[config.mk]
export PLATFORM = sky130hd
export DESIGN_NAME = rv64x_ram
export DESIGN_NICKNAME = d
export VERILOG_FILES = /design/src/rtl/rv64x_ram.sv
export SDC_FILE = /design/constraint.sdc
export NUM_CORES = 2
export LEC_CHECK = 0
export BUFFER_PORTS_ARGS = -buffer_cell sky130_fd_sc_hd__buf_2
export CORE_UTILIZATION = 35
export CTS_CLUSTER_DIAMETER = 150
export CTS_CLUSTER_SIZE = 20
export DETAILED_ROUTE_END_ITERATION = 16
export SLEW_MARGIN = 20
export SYNTH_ARGS = -nofsm -noshare
export SYNTH_HDL_FRONTEND = slang
export SYNTH_SLANG_ARGS = --single-unit
export TNS_END_PERCENT = 100
[constraint.sdc]
create_clock -name clk_i -period 12.4 [get_ports clk_i]
set_input_delay 2.48 -clock clk_i [delete_from_list [all_inputs] [get_ports clk_i]]
set_output_delay 2.48 -clock clk_i [all_outputs]
set_load 0.01 [all_outputs]
[src/rtl/rv64x_ram.sv]
// Generic single-write, single-read RAM with registered read data.
`timescale 1ns / 1ps
module rv64x_ram #(
  parameter int unsigned Width = 64,
  parameter int unsigned Depth = 32
) (
  input  logic                     clk_i,
  input  logic                     we_i,
  input  logic [$clog2(Depth)-1:0] waddr_i,
  input  logic [Width-1:0]         wdata_i,
  input  logic                     re_i,
  input  logic [$clog2(Depth)-1:0] raddr_i,
  output logic [Width-1:0]         rdata_o
);

  logic [Width-1:0] mem_q [Depth];
  logic [Width-1:0] rdata_q;

  // Write port
  always_ff @(posedge clk_i) begin
    if (we_i) begin
      mem_q[waddr_i] <= wdata_i;
    end
  end

  // Registered read port, hold while not enabled
  always_ff @(posedge clk_i) begin
    if (re_i) begin
      rdata_q <= mem_q[raddr_i];
    end
  end

  assign rdata_o = rdata_q;

endmodule

==> summary.md <==
| Metric | Value |
|---|---|
| Total Routed Length | `between 150 and 200 mm` |
| Pwr per Cell Area | `between 100 and 150 nW/µm²` |
| Number of clock sinks | `2112` |
| Post-synth EDFFs | `around 2100` |
| Outcome | `finished, final reports clean` |
| Max stage delay on crit path | `about 0.82 ns` |
| RSZ-0062 raised after global routing | `no` |
| Die Wd | `479 µm` |
| CP Cell Sequence | `buf_8 > buf_4 > buf_4 > mux4_2 > mux4_2 > mux2_2` |
| DRC viols | `0` |
| Max clock buf depth | `3` |
| Port-buffer cells | `140` |
| Sequential cell area fraction in the yosys report | `between 70% and 80%` |
| Vias in the first global route | `~35000` |
| Skew final | `0.0385 ns` |
| Initial DRC count | `around 4500` |
| Period utilisation layout | `~45%` |
| CP endpoint kind | `flop` |
| Critical path arrival | `roughly 6.1 ns` |
| Flops & latches, synth | `about 2100` |
| Setup TNS | `0 ns` |
| Global-route wire length before repair | `about 280 mm` |
| Hold Crit Start | `mem_q[4][34]` |
| Worst slew margin | `~28%` |
| Most common cell in the netlist | `edfxtp_1` |
| Cell taking the most area after synthesis | `edfxtp_1` |
| Vias | `approximately 35000` |
| Final setup viols | `0` |
| Sw frac | `roughly a fifth` |
| Inserted Clock Buffers | `115` |
| Root Buffer | `clkbuf_16` |
| Max Cap Viol | `0` |
| Internal | `about 9.9 mW` |
| Netlist cell types | `30` |
| Post-synth top cells | `edfxtp_1 (2112), mux4_2 (602), mux2_2 (74)` |
| CTS Hold Bufs | `0` |
| F_max | `179 MHz` |
| Reg power frac | `around 64%` |
| Reg clk slew, reported paths | `0.08 ns` |
| CP max-delay cell | `buf_4` |
| Clk_lat worst skew | `0.79 ns` |
| I/O pins | `between 100 and 150` |
| Wire per inst | `31.2 µm` |
| Global-route usage over all layers | `between 10% and 20%` |
| Startpoint Class | `primary input` |
| Worst vdd ir | `~0.00014 V` |
| Post-CTS resize count | `0` |
| Final core utilization | `between 30% and 40%` |
| Initial core utilization | `about a third` |
| DRT Pass-1 Iters | `6` |
| Max Slew Vio Count | `0` |
| Leakage | `around 26 nW` |
| Share of layout cells above drive strength 1 | `between 30% and 40%` |
| Post-CTS Setup Inserts | `0` |
| # rows | `around 170` |
| Die Area | `between 200000 and 250000 µm²` |
| Yosys warns | `0` |
| Net Switching | `roughly 2.6 mW` |
| Congestion Overflow GR | `0` |
| Cell area after synthesis | `~80000 µm²` |
| FFs w/ async S/R, synth | `0%` |
| Slew of the pin with the lowest slew margin | `around 1.1 ns` |
| Critical path class | `primary input to flop` |
| Final antenna-violating net count | `0` |
| Reg2reg start | `mem_q[19][7]` |
| Initial antenna violation count | `38` |
| Placer congestion estimate | `slightly above 0.7` |
| Fillers | `19700` |
| CTS tree | `yes` |
| Crit path launch | `raddr_i[0]` |
| H-tree levels | `3` |
| Top cell type's share of synthesized area | `about four fifths` |
| Final count of hold timing violations | `0` |
| Worst Path Max Fanout | `67` |
| Clock period minus worst slack | `between 5 and 6 ns` |
| Largest net degree at the start of global routing | `approximately 130` |
| Worst min-delay path class | `flop to flop` |
| Clk network pwr share | `a little under a third` |
| Core area | `roughly 230000 µm²` |
| CP required | `between 10 and 15 ns` |
| Comb pwr share | `roughly 5.3%` |
| Area growth syn-to-layout | `9.70%` |
| Mapped Nets | `3174` |
| Vias per cell | `around 5.6` |
| DP HPWL | `94.7 mm` |
| Mapped Cells | `3097` |
| Average cell area after synthesis | `roughly 26 µm²` |
| Top cells by area, synth | `edfxtp_1 (80%), mux4_2 (17%), mux2_2 (1.0%), mux2i_1 (0.48%), buf_2 (0.41%)` |
| Die height | `between 400 and 500 µm` |
| Final net count | `around 3400` |
| Main synth FF type | `edfxtp_1` |
sequential cells by signal, summed over array words and instances, names as in the netlist:
register,count
rdata_o,64
mem_q,2048
per-layer routing:
layer	track usage [%]	vias up	part of all wire (%)
met3	2.87	252	6.9
met1	24.5	19700	43
met2	27.5	1276	48
met4	3.21	22	1.9
met5	0	-	0.068
li1	-	13800	-
power by group through the flow:
| stage | Clock, mW | Sequential [mW] | Combinational, mW |
|---|---|---|---|
| 2_1_floorplan | 0 | 8.15 | 0.399 |
| 3_5_place_dp | 0 | 8.16 | 0.682 |
| 3_3_place_gp | 0 | 8.16 | 0.672 |
| 4_1_cts | 3.93 | 8.00 | 0.683 |
| 6_report | 3.85 | 7.99 | 0.668 |
| 5_1_grt | 4.16 | 8.00 | 0.716 |
critical path, delay by kind of cell:
| family | cells | cell delay (ns) |
|---|---|---|
| multiplexers | 3 | 1.32 |
| buffers and inverters | 3 | 2.06 |
cell type report:
class,count,area [µm²],area share (%)
Inverter,1,3.75,0.00430
Antenna cell,12,30.0,0.0344
Timing Repair Buffer,228,1460,1.67
Clock inverter,6,63.8,0.0731
Sequential cell,2112,63400,72.6
Multi-Input combinational cell,828,15700,18.0
Tap cell,2992,3740,4.29
Clock buffer,117,2930,3.35
worst paths after layout:
path,endpoint,slack [ns],cells after the start
setup / recovery,rdata_o[1],6.82,6
setup reg to reg,rdata_o[7],10.42,3
hold reg to reg,rdata_o[34],0.85,3
hold / removal,rdata_o[34],0.85,3
per-stage QoR:
stage	instance area [µm²]	std cells	hold slack, ns	power, mW	setup slack [ns]
floorplan	79600	3097	0.798	8.55	6.10
global placement	84300	6161	0.825	8.83	5.86
detailed placement	84300	6161	0.835	8.84	5.88
CTS	87300	6284	0.852	12.6	6.75
global route	87300	6289	0.882	12.9	6.50
finish	87300	6296	0.852	12.5	6.82
cells by family after synthesis:
family                 Yosys count  share of synthesized area (%)
buffers and inverters          157                          0.937
muxes                          714                           18.6
AOI/OAI and AO/OA               50                          0.462
and+or+nand+nor                 64                          0.376
DFF                           2112                           79.7
cell usage in the layout, fill, tap and decap left out, types with 4 or more instances in the layout:
cell type / n
buf_4: 85
buf_12: 4
mux4_2: 602
nor2_1: 9
inv_6: 5
o22ai_1: 10
buf_2: 134
mux2i_1: 38
o21ai_0: 9
edfxtp_1: 2112
diode_2: 12
nor2_4: 32
nor2b_1: 4
nand3b_1: 5
clkbuf_16: 117
a221oi_1: 12
mux2_2: 74
Power figures use the tool's default switching activity.
